<file path="src/design/fvc_pkg.sv">
// Package for the follow velocity controller: widths, fixed-point constants,
// register indexes, command and status types and the CORDIC arctangent table.
// No dependencies; every other file of the block imports it.
package fvc_pkg;

  localparam int CORDIC_ITERATIONS = 16;
  localparam int ATAN_ENTRIES      = 24;
  localparam int CORDIC_STEPS      = (CORDIC_ITERATIONS < ATAN_ENTRIES) ?
                                     CORDIC_ITERATIONS : ATAN_ENTRIES;
  localparam int STEP_W            = $clog2(CORDIC_STEPS);
  localparam int ATAN_IDX_W        = 5;

  localparam int POS_W     = 16;
  localparam int ERR_W     = 17;
  localparam int GAIN_W    = 16;
  localparam int THR_W     = 15;
  localparam int SPEED_W   = 24;
  localparam int CFG_W     = 16;
  localparam int CFG_IDX_W = 2;

  localparam int CV_W      = 28;
  localparam int CV_SHIFT  = 8;
  localparam int ANG_W     = 20;
  localparam int MUL_A_W   = 32;
  localparam int MUL_B_W   = 17;
  localparam int PROD_W    = MUL_A_W + MUL_B_W;
  localparam int SQ_W      = 32;
  localparam int LEN_W     = 34;
  localparam int DIFF_W    = 32;
  localparam int UPD_W     = 34;

  localparam int LIN_SHIFT  = 4;
  localparam int ANG_SHIFT  = 8;
  localparam int FILT_SHIFT = 16;

  localparam logic signed [ANG_W-1:0]   PI_Q16        = 20'sd205887;
  localparam logic signed [ANG_W-1:0]   HEADING_LIMIT = 20'sd102892;
  localparam logic signed [MUL_B_W-1:0] ALPHA_Q16     = 17'sd328;
  localparam logic signed [SPEED_W-1:0] SNAP_Q16      = 24'sd328;
  localparam logic signed [UPD_W-1:0]   SPEED_MAX     = 34'sd8388607;
  localparam logic signed [UPD_W-1:0]   SPEED_MIN     = -34'sd8388608;
  localparam logic [THR_W-1:0]          THR_RESET     = 15'd205;

  typedef enum logic [CFG_IDX_W-1:0] {
    CFG_GAIN_LINEAR    = 2'd0,
    CFG_GAIN_ANGULAR   = 2'd1,
    CFG_DIST_THRESHOLD = 2'd2
  } cfg_reg_t;

  typedef enum logic [2:0] {
    MUL_SQX  = 3'd0,
    MUL_SQY  = 3'd1,
    MUL_SQZ  = 3'd2,
    MUL_SQT  = 3'd3,
    MUL_LIN  = 3'd4,
    MUL_ANG  = 3'd5,
    MUL_DIFF = 3'd6
  } mul_sel_t;

  typedef struct packed {
    logic     start;
    mul_sel_t mul_sel;
    logic     acc_add;
    logic     far_ld;
    logic     diff_ld;
    logic     sel_ang;
    logic     mem_ld;
    logic     out_ld;
  } fvc_cmd_t;

  typedef struct packed {
    logic cordic_done;
  } fvc_stat_t;

  function automatic logic signed [ANG_W-1:0] atan_q16(input logic [ATAN_IDX_W-1:0] idx);
    logic signed [ANG_W-1:0] val;
    case (idx)
      5'd0:    val = 20'sd51472;
      5'd1:    val = 20'sd30386;
      5'd2:    val = 20'sd16055;
      5'd3:    val = 20'sd8150;
      5'd4:    val = 20'sd4091;
      5'd5:    val = 20'sd2047;
      5'd6:    val = 20'sd1024;
      5'd7:    val = 20'sd512;
      5'd8:    val = 20'sd256;
      5'd9:    val = 20'sd128;
      5'd10:   val = 20'sd64;
      5'd11:   val = 20'sd32;
      5'd12:   val = 20'sd16;
      5'd13:   val = 20'sd8;
      5'd14:   val = 20'sd4;
      5'd15:   val = 20'sd2;
      5'd16:   val = 20'sd1;
      default: val = '0;
    endcase
    return val;
  endfunction

endpackage

</file>
<file path="src/design/fvc_if.sv">
// Valid/ready channel interfaces for the point pair input and the speed result.
// Depends on fvc_pkg for the field widths.
interface fvc_in_if;
  import fvc_pkg::*;
  logic                    valid;
  logic                    ready;
  logic signed [POS_W-1:0] start_x;
  logic signed [POS_W-1:0] start_y;
  logic signed [POS_W-1:0] start_z;
  logic signed [POS_W-1:0] target_x;
  logic signed [POS_W-1:0] target_y;
  logic signed [POS_W-1:0] target_z;

  modport source (output valid, start_x, start_y, start_z, target_x, target_y, target_z,
                  input ready);
  modport sink (input valid, start_x, start_y, start_z, target_x, target_y, target_z,
                output ready);
endinterface

interface fvc_out_if;
  import fvc_pkg::*;
  logic                      valid;
  logic                      ready;
  logic signed [SPEED_W-1:0] linear_velocity;
  logic signed [SPEED_W-1:0] angular_velocity;

  modport source (output valid, linear_velocity, angular_velocity, input ready);
  modport sink (input valid, linear_velocity, angular_velocity, output ready);
endinterface

</file>
<file path="src/design/follow_velocity_controller_core.sv">
// Top level of the follow velocity controller: valid/ready channels, the
// configuration write port, controller and datapath. Depends on fvc_pkg,
// fvc_if, fvc_ctrl and fvc_datapath.
//
// One item is handled at a time. The time from the input transfer to the
// result being offered is set by the heading CORDIC, which performs one
// rotation per cycle while the shared multiplier works through the squares
// and the linear filter. The result sits in an output register, so a waiting
// result does not block the next input transfer, only the finish of the item
// after it. Configuration writes take effect at once and should be made while
// no item is in flight.
module follow_velocity_controller_core (
  input  logic                          clk,
  input  logic                          rst_n,
  input  logic                          cfg_we,
  input  logic [fvc_pkg::CFG_IDX_W-1:0] cfg_index,
  input  logic [fvc_pkg::CFG_W-1:0]     cfg_data,
  fvc_in_if.sink                        in_chan,
  fvc_out_if.source                     out_chan
);
  import fvc_pkg::*;

  fvc_cmd_t  cmd;
  fvc_stat_t stat;

  fvc_ctrl u_ctrl (
    .clk       (clk),
    .rst_n     (rst_n),
    .in_valid  (in_chan.valid),
    .in_ready  (in_chan.ready),
    .out_valid (out_chan.valid),
    .out_ready (out_chan.ready),
    .cmd       (cmd),
    .stat      (stat)
  );

  fvc_datapath u_datapath (
    .clk              (clk),
    .rst_n            (rst_n),
    .cmd              (cmd),
    .stat             (stat),
    .cfg_we           (cfg_we),
    .cfg_index        (cfg_index),
    .cfg_data         (cfg_data),
    .start_x          (in_chan.start_x),
    .start_y          (in_chan.start_y),
    .start_z          (in_chan.start_z),
    .target_x         (in_chan.target_x),
    .target_y         (in_chan.target_y),
    .target_z         (in_chan.target_z),
    .linear_velocity  (out_chan.linear_velocity),
    .angular_velocity (out_chan.angular_velocity)
  );

endmodule

</file>
<file path="src/design/fvc_cordic.sv">
// Iterative vectoring CORDIC that finds the planar heading of the error vector,
// one rotation per cycle. Depends on fvc_pkg for widths and the arctangent table.
module fvc_cordic (
  input  logic                           clk,
  input  logic                           rst_n,
  input  logic                           start,
  input  logic signed [fvc_pkg::ERR_W-1:0] ex,
  input  logic signed [fvc_pkg::ERR_W-1:0] ey,
  output logic signed [fvc_pkg::ANG_W-1:0] phi,
  output logic                           done
);
  import fvc_pkg::*;

  logic signed [CV_W-1:0]  x_r, x_nxt, y_r, y_nxt;
  logic signed [CV_W-1:0]  x0, y0, xs, ys;
  logic signed [ANG_W-1:0] z_r, z_nxt, at;
  logic [STEP_W-1:0]       cnt_r, cnt_nxt;
  logic                    busy_r, busy_nxt, done_r, done_nxt;
  logic                    last;

  assign x0   = CV_W'(ex) <<< CV_SHIFT;
  assign y0   = CV_W'(ey) <<< CV_SHIFT;
  assign xs   = x_r >>> cnt_r;
  assign ys   = y_r >>> cnt_r;
  assign at   = atan_q16(ATAN_IDX_W'(cnt_r));
  assign last = (cnt_r == STEP_W'(CORDIC_STEPS - 1));

  always_comb begin
    x_nxt    = x_r;
    y_nxt    = y_r;
    z_nxt    = z_r;
    cnt_nxt  = cnt_r;
    busy_nxt = busy_r;
    done_nxt = done_r;
    if (start) begin
      cnt_nxt  = '0;
      busy_nxt = 1'b1;
      done_nxt = 1'b0;
      if (ex < 0) begin
        x_nxt = -x0;
        y_nxt = -y0;
        z_nxt = (ey >= 0) ? PI_Q16 : -PI_Q16;
      end else begin
        x_nxt = x0;
        y_nxt = y0;
        z_nxt = '0;
      end
    end else if (busy_r) begin
      if (y_r > 0) begin
        x_nxt = x_r + ys;
        y_nxt = y_r - xs;
        z_nxt = z_r + at;
      end else if (y_r < 0) begin
        x_nxt = x_r - ys;
        y_nxt = y_r + xs;
        z_nxt = z_r - at;
      end
      cnt_nxt = cnt_r + STEP_W'(1);
      if (last) begin
        busy_nxt = 1'b0;
        done_nxt = 1'b1;
      end
    end
  end

  always_ff @(posedge clk) begin
    x_r   <= x_nxt;
    y_r   <= y_nxt;
    z_r   <= z_nxt;
    cnt_r <= cnt_nxt;
    if (!rst_n) begin
      busy_r <= 1'b0;
      done_r <= 1'b0;
    end else begin
      busy_r <= busy_nxt;
      done_r <= done_nxt;
    end
  end

  assign phi  = z_r;
  assign done = done_r;

`ifndef ASSERT_OFF
  a_last_step_done: assert property (@(posedge clk) disable iff (!rst_n)
    (busy_r && last && !start) |=> (done_r && !busy_r))
    else $error("CORDIC did not finish after its last rotation");
`endif

endmodule

</file>
<file path="src/design/fvc_datapath.sv">
// Datapath: configuration registers, error vector, shared multiplier, length
// accumulator, filter memories and result registers. Depends on fvc_pkg, fvc_cordic.
module fvc_datapath (
  input  logic                               clk,
  input  logic                               rst_n,
  input  fvc_pkg::fvc_cmd_t                  cmd,
  output fvc_pkg::fvc_stat_t                 stat,
  input  logic                               cfg_we,
  input  logic [fvc_pkg::CFG_IDX_W-1:0]      cfg_index,
  input  logic [fvc_pkg::CFG_W-1:0]          cfg_data,
  input  logic signed [fvc_pkg::POS_W-1:0]   start_x,
  input  logic signed [fvc_pkg::POS_W-1:0]   start_y,
  input  logic signed [fvc_pkg::POS_W-1:0]   start_z,
  input  logic signed [fvc_pkg::POS_W-1:0]   target_x,
  input  logic signed [fvc_pkg::POS_W-1:0]   target_y,
  input  logic signed [fvc_pkg::POS_W-1:0]   target_z,
  output logic signed [fvc_pkg::SPEED_W-1:0] linear_velocity,
  output logic signed [fvc_pkg::SPEED_W-1:0] angular_velocity
);
  import fvc_pkg::*;

  localparam logic signed [PROD_W-1:0] LIN_BIAS  = PROD_W'(1) <<< (LIN_SHIFT - 1);
  localparam logic signed [PROD_W-1:0] ANG_BIAS  = PROD_W'(1) <<< (ANG_SHIFT - 1);
  localparam logic signed [PROD_W-1:0] FILT_BIAS = PROD_W'(1) <<< (FILT_SHIFT - 1);

  logic signed [GAIN_W-1:0]  gain_lin_r, gain_ang_r;
  logic [THR_W-1:0]          thr_r;
  logic signed [ERR_W-1:0]   ex_nxt, ey_nxt, ez_nxt, ex_r, ey_r, ez_r;
  logic signed [ANG_W-1:0]   phi;
  logic signed [MUL_A_W-1:0] mul_a;
  logic signed [MUL_B_W-1:0] mul_b;
  logic signed [PROD_W-1:0]  prod_nxt, prod_r;
  logic [LEN_W-1:0]          acc_r, sq_ext;
  logic                      far_r, drive_r, drive_sel, heading_ok;
  logic signed [SPEED_W-1:0] mem_sel, mem_nxt, lin_mem_r, ang_mem_r;
  logic signed [SPEED_W-1:0] out_lin_r, out_ang_r;
  logic signed [PROD_W-1:0]  lin_wide, ang_wide, filt_wide;
  logic signed [DIFF_W-1:0]  diff_nxt, diff_r;
  logic signed [UPD_W-1:0]   filt_step, upd_sum;
  logic                      snap;

  assign ex_nxt = ERR_W'(target_x) - ERR_W'(start_x);
  assign ey_nxt = ERR_W'(target_y) - ERR_W'(start_y);
  assign ez_nxt = ERR_W'(target_z) - ERR_W'(start_z);

  fvc_cordic u_cordic (
    .clk   (clk),
    .rst_n (rst_n),
    .start (cmd.start),
    .ex    (ex_nxt),
    .ey    (ey_nxt),
    .phi   (phi),
    .done  (stat.cordic_done)
  );

  always_comb begin
    case (cmd.mul_sel)
      MUL_SQX: begin
        mul_a = MUL_A_W'(ex_r);
        mul_b = MUL_B_W'(ex_r);
      end
      MUL_SQY: begin
        mul_a = MUL_A_W'(ey_r);
        mul_b = MUL_B_W'(ey_r);
      end
      MUL_SQZ: begin
        mul_a = MUL_A_W'(ez_r);
        mul_b = MUL_B_W'(ez_r);
      end
      MUL_SQT: begin
        mul_a = $signed({{(MUL_A_W - THR_W){1'b0}}, thr_r});
        mul_b = $signed({{(MUL_B_W - THR_W){1'b0}}, thr_r});
      end
      MUL_LIN: begin
        mul_a = MUL_A_W'(ex_r);
        mul_b = MUL_B_W'(gain_lin_r);
      end
      MUL_ANG: begin
        mul_a = MUL_A_W'(phi);
        mul_b = MUL_B_W'(gain_ang_r);
      end
      MUL_DIFF: begin
        mul_a = MUL_A_W'(diff_r);
        mul_b = ALPHA_Q16;
      end
      default: begin
        mul_a = '0;
        mul_b = '0;
      end
    endcase
  end

  assign prod_nxt = mul_a * mul_b;
  assign sq_ext   = LEN_W'(prod_r[SQ_W-1:0]);

  assign mem_sel    = cmd.sel_ang ? ang_mem_r : lin_mem_r;
  assign heading_ok = (phi > -HEADING_LIMIT) && (phi < HEADING_LIMIT);
  assign drive_sel  = cmd.sel_ang ? (far_r && heading_ok) : far_r;

  assign lin_wide = (prod_r + LIN_BIAS - (PROD_W'(mem_sel) <<< LIN_SHIFT)) >>> LIN_SHIFT;
  assign ang_wide = (prod_r + ANG_BIAS - (PROD_W'(mem_sel) <<< ANG_SHIFT)) >>> ANG_SHIFT;

  always_comb begin
    if (!drive_sel) begin
      diff_nxt = DIFF_W'(mem_sel);
    end else if (cmd.sel_ang) begin
      diff_nxt = ang_wide[DIFF_W-1:0];
    end else begin
      diff_nxt = lin_wide[DIFF_W-1:0];
    end
  end

  assign filt_wide = (prod_r + FILT_BIAS) >>> FILT_SHIFT;
  assign filt_step = filt_wide[UPD_W-1:0];
  assign upd_sum   = drive_r ? (UPD_W'(mem_sel) + filt_step) : (UPD_W'(mem_sel) - filt_step);
  assign snap      = !drive_r && (mem_sel >= -SNAP_Q16) && (mem_sel <= SNAP_Q16);

  always_comb begin
    if (snap) begin
      mem_nxt = '0;
    end else if (upd_sum > SPEED_MAX) begin
      mem_nxt = SPEED_MAX[SPEED_W-1:0];
    end else if (upd_sum < SPEED_MIN) begin
      mem_nxt = SPEED_MIN[SPEED_W-1:0];
    end else begin
      mem_nxt = upd_sum[SPEED_W-1:0];
    end
  end

  always_ff @(posedge clk) begin
    if (!rst_n) begin
      gain_lin_r <= '0;
      gain_ang_r <= '0;
      thr_r      <= THR_RESET;
    end else if (cfg_we) begin
      case (cfg_index)
        CFG_GAIN_LINEAR:    gain_lin_r <= $signed(cfg_data[GAIN_W-1:0]);
        CFG_GAIN_ANGULAR:   gain_ang_r <= $signed(cfg_data[GAIN_W-1:0]);
        CFG_DIST_THRESHOLD: thr_r      <= cfg_data[THR_W-1:0];
        default: ;
      endcase
    end
  end

  always_ff @(posedge clk) begin
    prod_r <= prod_nxt;
    if (cmd.start) begin
      ex_r  <= ex_nxt;
      ey_r  <= ey_nxt;
      ez_r  <= ez_nxt;
      acc_r <= '0;
    end else if (cmd.acc_add) begin
      acc_r <= acc_r + sq_ext;
    end
    if (cmd.far_ld) begin
      far_r <= (acc_r > sq_ext);
    end
    if (cmd.diff_ld) begin
      diff_r  <= diff_nxt;
      drive_r <= drive_sel;
    end
    if (cmd.out_ld) begin
      out_lin_r <= lin_mem_r;
      out_ang_r <= ang_mem_r;
    end
  end

  always_ff @(posedge clk) begin
    if (!rst_n) begin
      lin_mem_r <= '0;
      ang_mem_r <= '0;
    end else if (cmd.mem_ld) begin
      if (cmd.sel_ang) begin
        ang_mem_r <= mem_nxt;
      end else begin
        lin_mem_r <= mem_nxt;
      end
    end
  end

  assign linear_velocity  = out_lin_r;
  assign angular_velocity = out_ang_r;

endmodule

</file>
<file path="src/design/fvc_ctrl.sv">
// Controller state machine that sequences the shared multiplier, the filters
// and the handshakes of both channels. Depends on fvc_pkg.
module fvc_ctrl (
  input  logic               clk,
  input  logic               rst_n,
  input  logic               in_valid,
  output logic               in_ready,
  output logic               out_valid,
  input  logic               out_ready,
  output fvc_pkg::fvc_cmd_t  cmd,
  input  fvc_pkg::fvc_stat_t stat
);
  import fvc_pkg::*;

  typedef enum logic [13:0] {
    ST_IDLE  = 14'b00000000000001,
    ST_SQX   = 14'b00000000000010,
    ST_SQY   = 14'b00000000000100,
    ST_SQZ   = 14'b00000000001000,
    ST_SQT   = 14'b00000000010000,
    ST_MLIN  = 14'b00000000100000,
    ST_TLIN  = 14'b00000001000000,
    ST_MFLIN = 14'b00000010000000,
    ST_ULIN  = 14'b00000100000000,
    ST_MANG  = 14'b00001000000000,
    ST_TANG  = 14'b00010000000000,
    ST_MFANG = 14'b00100000000000,
    ST_UANG  = 14'b01000000000000,
    ST_DONE  = 14'b10000000000000
  } state_t;

  state_t state_r, state_nxt;
  logic   out_valid_r, out_valid_nxt;
  logic   in_fire;

  assign in_ready = (state_r == ST_IDLE);
  assign in_fire  = in_valid && in_ready;

  always_comb begin
    cmd       = '0;
    state_nxt = state_r;
    case (state_r)
      ST_IDLE: begin
        if (in_fire) begin
          cmd.start = 1'b1;
          state_nxt = ST_SQX;
        end
      end
      ST_SQX: begin
        cmd.mul_sel = MUL_SQX;
        state_nxt   = ST_SQY;
      end
      ST_SQY: begin
        cmd.mul_sel = MUL_SQY;
        cmd.acc_add = 1'b1;
        state_nxt   = ST_SQZ;
      end
      ST_SQZ: begin
        cmd.mul_sel = MUL_SQZ;
        cmd.acc_add = 1'b1;
        state_nxt   = ST_SQT;
      end
      ST_SQT: begin
        cmd.mul_sel = MUL_SQT;
        cmd.acc_add = 1'b1;
        state_nxt   = ST_MLIN;
      end
      ST_MLIN: begin
        cmd.mul_sel = MUL_LIN;
        cmd.far_ld  = 1'b1;
        state_nxt   = ST_TLIN;
      end
      ST_TLIN: begin
        cmd.diff_ld = 1'b1;
        state_nxt   = ST_MFLIN;
      end
      ST_MFLIN: begin
        cmd.mul_sel = MUL_DIFF;
        state_nxt   = ST_ULIN;
      end
      ST_ULIN: begin
        cmd.mem_ld = 1'b1;
        state_nxt  = ST_MANG;
      end
      ST_MANG: begin
        cmd.mul_sel = MUL_ANG;
        if (stat.cordic_done) begin
          state_nxt = ST_TANG;
        end
      end
      ST_TANG: begin
        cmd.diff_ld = 1'b1;
        cmd.sel_ang = 1'b1;
        state_nxt   = ST_MFANG;
      end
      ST_MFANG: begin
        cmd.mul_sel = MUL_DIFF;
        state_nxt   = ST_UANG;
      end
      ST_UANG: begin
        cmd.mem_ld  = 1'b1;
        cmd.sel_ang = 1'b1;
        state_nxt   = ST_DONE;
      end
      ST_DONE: begin
        if (!out_valid_r || out_ready) begin
          cmd.out_ld = 1'b1;
          state_nxt  = ST_IDLE;
        end
      end
      default: begin
        state_nxt = ST_IDLE;
      end
    endcase
  end

  always_comb begin
    if (cmd.out_ld) begin
      out_valid_nxt = 1'b1;
    end else if (out_ready) begin
      out_valid_nxt = 1'b0;
    end else begin
      out_valid_nxt = out_valid_r;
    end
  end

  always_ff @(posedge clk) begin
    if (!rst_n) begin
      state_r     <= ST_IDLE;
      out_valid_r <= 1'b0;
    end else begin
      state_r     <= state_nxt;
      out_valid_r <= out_valid_nxt;
    end
  end

  assign out_valid = out_valid_r;

`ifndef ASSERT_OFF
  a_fire_starts: assert property (@(posedge clk) disable iff (!rst_n)
    in_fire |=> (state_r == ST_SQX))
    else $error("Input transfer did not start the sequence");
  a_no_overwrite: assert property (@(posedge clk) disable iff (!rst_n)
    cmd.out_ld |-> (!out_valid_r || out_ready))
    else $error("Result register loaded while a result is still pending");
  a_wait_heading: assert property (@(posedge clk) disable iff (!rst_n)
    (state_r == ST_MANG && !stat.cordic_done) |=> (state_r == ST_MANG))
    else $error("Angular path left before the heading was ready");
`endif

endmodule

</file>
<file path="src/flat_wrapper.sv">
// flat-port wrapper written by rule: the top's interface ports become plain ports
module follow_velocity_controller_core_flat import fvc_pkg::*;
  (clk, rst_n, cfg_we, cfg_index, cfg_data, in_chan_valid, in_chan_start_x, in_chan_start_y, in_chan_start_z, in_chan_target_x, in_chan_target_y, in_chan_target_z, in_chan_ready, out_chan_valid, out_chan_linear_velocity, out_chan_angular_velocity, out_chan_ready);
  fvc_in_if in_chan_i ();
  fvc_out_if out_chan_i ();
  input  logic clk;
  input  logic rst_n;
  input  logic cfg_we;
  input  logic [fvc_pkg::CFG_IDX_W-1:0] cfg_index;
  input  logic [fvc_pkg::CFG_W-1:0] cfg_data;
  input wire logic [$bits(in_chan_i.valid)-1:0] in_chan_valid;
  input wire logic [$bits(in_chan_i.start_x)-1:0] in_chan_start_x;
  input wire logic [$bits(in_chan_i.start_y)-1:0] in_chan_start_y;
  input wire logic [$bits(in_chan_i.start_z)-1:0] in_chan_start_z;
  input wire logic [$bits(in_chan_i.target_x)-1:0] in_chan_target_x;
  input wire logic [$bits(in_chan_i.target_y)-1:0] in_chan_target_y;
  input wire logic [$bits(in_chan_i.target_z)-1:0] in_chan_target_z;
  output wire logic [$bits(in_chan_i.ready)-1:0] in_chan_ready;
  output wire logic [$bits(out_chan_i.valid)-1:0] out_chan_valid;
  output wire logic [$bits(out_chan_i.linear_velocity)-1:0] out_chan_linear_velocity;
  output wire logic [$bits(out_chan_i.angular_velocity)-1:0] out_chan_angular_velocity;
  input wire logic [$bits(out_chan_i.ready)-1:0] out_chan_ready;
  assign in_chan_i.valid = in_chan_valid;
  assign in_chan_i.start_x = in_chan_start_x;
  assign in_chan_i.start_y = in_chan_start_y;
  assign in_chan_i.start_z = in_chan_start_z;
  assign in_chan_i.target_x = in_chan_target_x;
  assign in_chan_i.target_y = in_chan_target_y;
  assign in_chan_i.target_z = in_chan_target_z;
  assign in_chan_ready = in_chan_i.ready;
  assign out_chan_valid = out_chan_i.valid;
  assign out_chan_linear_velocity = out_chan_i.linear_velocity;
  assign out_chan_angular_velocity = out_chan_i.angular_velocity;
  assign out_chan_i.ready = out_chan_ready;
  follow_velocity_controller_core u_core (.clk(clk), .rst_n(rst_n), .cfg_we(cfg_we), .cfg_index(cfg_index), .cfg_data(cfg_data), .in_chan(in_chan_i), .out_chan(out_chan_i));
endmodule
</file>
<file path="config.mk">
export PLATFORM = sky130hd
export DESIGN_NAME = follow_velocity_controller_core_flat
export DESIGN_NICKNAME = d
export VERILOG_FILES = /design/src/design/fvc_pkg.sv /design/src/design/fvc_if.sv /design/src/design/follow_velocity_controller_core.sv /design/src/design/fvc_cordic.sv /design/src/design/fvc_datapath.sv /design/src/design/fvc_ctrl.sv /design/src/flat_wrapper.sv
export SDC_FILE = /design/constraint.sdc
export NUM_CORES = 2
export LEC_CHECK = 0
export ABC_AREA = 1
export BUFFER_PORTS_ARGS = -buffer_cell sky130_fd_sc_hd__clkbuf_2
export CAP_MARGIN = 20
export CORE_MARGIN = 3
export CORE_UTILIZATION = 40
export DETAILED_ROUTE_END_ITERATION = 7
export GPL_ROUTABILITY_DRIVEN = 0
export HOLD_SLACK_MARGIN = 0.15
export PLACE_DENSITY_LB_ADDON = 0.08
export SLEW_MARGIN = 20
export SYNTH_ARGS = -nofsm -noshare
export SYNTH_HDL_FRONTEND = slang
export SYNTH_SLANG_ARGS = --single-unit
</file>
<file path="constraint.sdc">
create_clock -name clk -period 12.2 [get_ports clk]
set_input_delay 2.44 -clock clk [delete_from_list [all_inputs] [get_ports clk]]
set_output_delay 2.44 -clock clk [all_outputs]
set_load 0.05 [all_outputs]
</file>
==> out/qor.yml <==
logic_synthesis:
  yosysTopAreaCell: "fa_1"
  synth_cell_type_count: 72
  synthesis.area_um2: 57350
  synth-async-reset-ratio_pct: 0
  synth.area.top_cells: "fa_1 (18%), nand2_1 (11%), edfxtp_1 (11%)"
  syn_nets: 9083
  ys_dominant_reg_cell: "dfxtp_1"
  ys_seq_area_share_pct: 18.45
  yosysWarnings: 0
  synth_seq_cells: 424
  avgSynthCellArea_um2: 7.201
  synth_edf_count: 209
  syn_inst: 7964
  synth_top_area_share_pct: 18.47
critical_path:
  crit_path_max_fanout: 19
  required_ns: 12.74
  crit_type: "register to register"
  crit_path_start_kind: "register"
  crit_path_end_kind: "register"
  crit_arrival_ns: 9.93
  cpMostUsedCell: "nand2_1"
  path_buf_inv: 12
  crit_family: "adder cells"
  max_stage_delay_ns: 0.82
  crit_slowest_cell: "nand4_1"
detailed_routing:
  ant_nets: 0
  post_drt_wl_per_cell_um: 20.82
  routed_wl_mm: 208.0
  vias: 52910
  drcViolationCount: 0
  drtIter0Drc: 4361
  avgViaCountPerCell: 5.297
  firstDrtPassIters: 8
global_routing:
  grt_overflow: 0
  grt_start_max_net_pins: 61
  antenna_found_initial: 13
  grt_pass1_vias: 51820
  grt_pass1_wl_mm: 316.4
  grt_use_total_pct: 27.92
timing:
  skew_ns: 0.04957
  relSlewSlack_pct: 23.97
  final-setup-viol-count: 0
  tightest_slew_ns: 1.134
  min_period_ns: 9.386
  fmaxAchievable_mhz: 106.5
  drv_slew: 0
  period_share_pct: 76.93
  fin_setup_tns_ns: 0
  hold_violations: 0
  hold_ws_ns: 0.4370
  rsz0062_at_grt: "false"
cts:
  cts-root-buf: "clkbuf_16"
  cts_setup_buffers: 0
  cts.clk_slew.worst_paths_ns: 0.06
  cts_resized: 0
  clock_latency_ns: 0.68
  clockBufferDepth: 3
  cts_tree: "yes"
  clkSinkCount: 424
  hold_buffers: 0
  numCtsBuffers: 52
  htree_levels: 2
layout:
  ff_latch_area_um2: 10580
  final_common_cell: "nand2_1"
  post-route-util_pct: 43.75
  final_cell_mix: "nand2_1 (1742), inv_1 (1615), nor2_1 (560)"
  multi_input_area_um2: 39570
  fin_area_um2: 62090
  final_nets: 9173
  area_growth_pct: 8.269
  drive_above_1_share_pct: 6.311
  num-fill-cells: 15000
floorplanning:
  initial_utilization_pct: 40.41
  core_um2: 141900
  die_w_um: 384.7
  dieHeight_um: 384.7
  die_area_um2: 148000
  num_rows: 138
  io_pins: 169
min_path:
  min_path_type: "register to register"
run:
  cap_violations: 0
place:
  hpwl_mm: 168.6
  place_area_um2: 60240
  io_buffers: 168
status:
  run_status: "finished clean"
final cells by class:
| cell class | instances | share of cell area (%) |
|---|---|---|
| clock inverter | 36 | 0.6710 |
| multi-input combinational | 5665 | 63.73 |
| timing repair buffer | 256 | 2.448 |
| antenna | 3 | 0.01209 |
| inverter | 1655 | 10.00 |
| tap | 1890 | 3.808 |
| clock buffer | 61 | 2.283 |
| sequential | 424 | 17.04 |
registers in the layout, indices dropped and copies added, names as in the netlist, 24 cells and up:
register                            flops
u_core.u_datapath.linear_velocity      24
u_core.u_datapath.ang_mem_r            24
u_core.u_datapath.angular_velocity     24
u_core.u_datapath.diff_r               32
u_core.u_datapath.acc_r                34
u_core.u_datapath.prod_r               49
u_core.u_datapath.u_cordic.y_r         28
u_core.u_datapath.lin_mem_r            24
u_core.u_datapath.u_cordic.x_r         28
per-stage QoR:
| step | std cells | setup WS (ns) |
|---|---|---|
| final | 9990 | 2.814 |
| after global routing | 9987 | 2.032 |
| after CTS | 9986 | 2.768 |
| after detailed placement | 9889 | 2.841 |
| after global placement | 9886 | 2.716 |
| after floorplan | 7964 | 4.762 |
routing by layer:
metal	global-route usage [%]	part of all wire (%)	wire, um	vias to the layer above
met4	6.656	2.5	5210	10
met1	39.72	46	95500	25500
met3	4.013	6.8	14150	273
met2	44.62	45	93070	1649
li1	-	-	-	25480
met5	0	0.033	68	-
Yosys cell counts (5+ instances only):
cell type  count
nand2_1     1743
inv_1       1615
nor2_1       563
a21oi_1      545
o21ai_0      539
fa_1         529
ha_1         471
nand3_1      251
dfxtp_1      215
edfxtp_1     209
xor2_1       195
clkbuf_1     117
nor3_1       106
xnor2_1       87
nand4_1       83
buf_2         68
a31oi_1       66
o21ai_1       38
nand2_2       36
a21o_1        35
o211ai_1      35
nor4_1        33
inv_2         32
or2_2         29
a22oi_1       23
o21bai_1      23
mux2i_1       21
o21a_1        20
o31ai_1       18
a221oi_1      17
a32o_1        17
buf_1         16
o221ai_1      15
nor2_2        14
a21boi_0      12
o22ai_1       12
nor2_4        10
a211oi_1       9
buf_6          9
clkinv_1       8
buf_4          7
nand3_2        7
nand3b_1       7
o21ai_2        7
a21oi_2        5
final timing paths:
kind | start | to | slack (ns) | cells past startpoint
setup reg to reg | u_core.u_ctrl.state_r[10] | u_core.u_datapath.prod_r[37] | 2.81 | 41
hold / removal | u_core.u_datapath.lin_mem_r[6] | u_core.u_datapath.linear_velocity[6] | 0.44 | 0
setup / recovery | u_core.u_ctrl.state_r[10] | u_core.u_datapath.prod_r[37] | 2.81 | 41
hold reg to reg | u_core.u_datapath.lin_mem_r[6] | u_core.u_datapath.linear_velocity[6] | 0.44 | 0
cell families after synthesis:
family / synth area share (%)
xor+xnor: 4.363
compound gates: 14.27
buf+inv: 12.66
flops: 18.45
simple gates: 21.15
fa+ha+maj: 28.74
mux: 0.3665
Power is not shown: default switching activity piles up to over one toggle a cycle in this logic, so the estimate is an artifact.
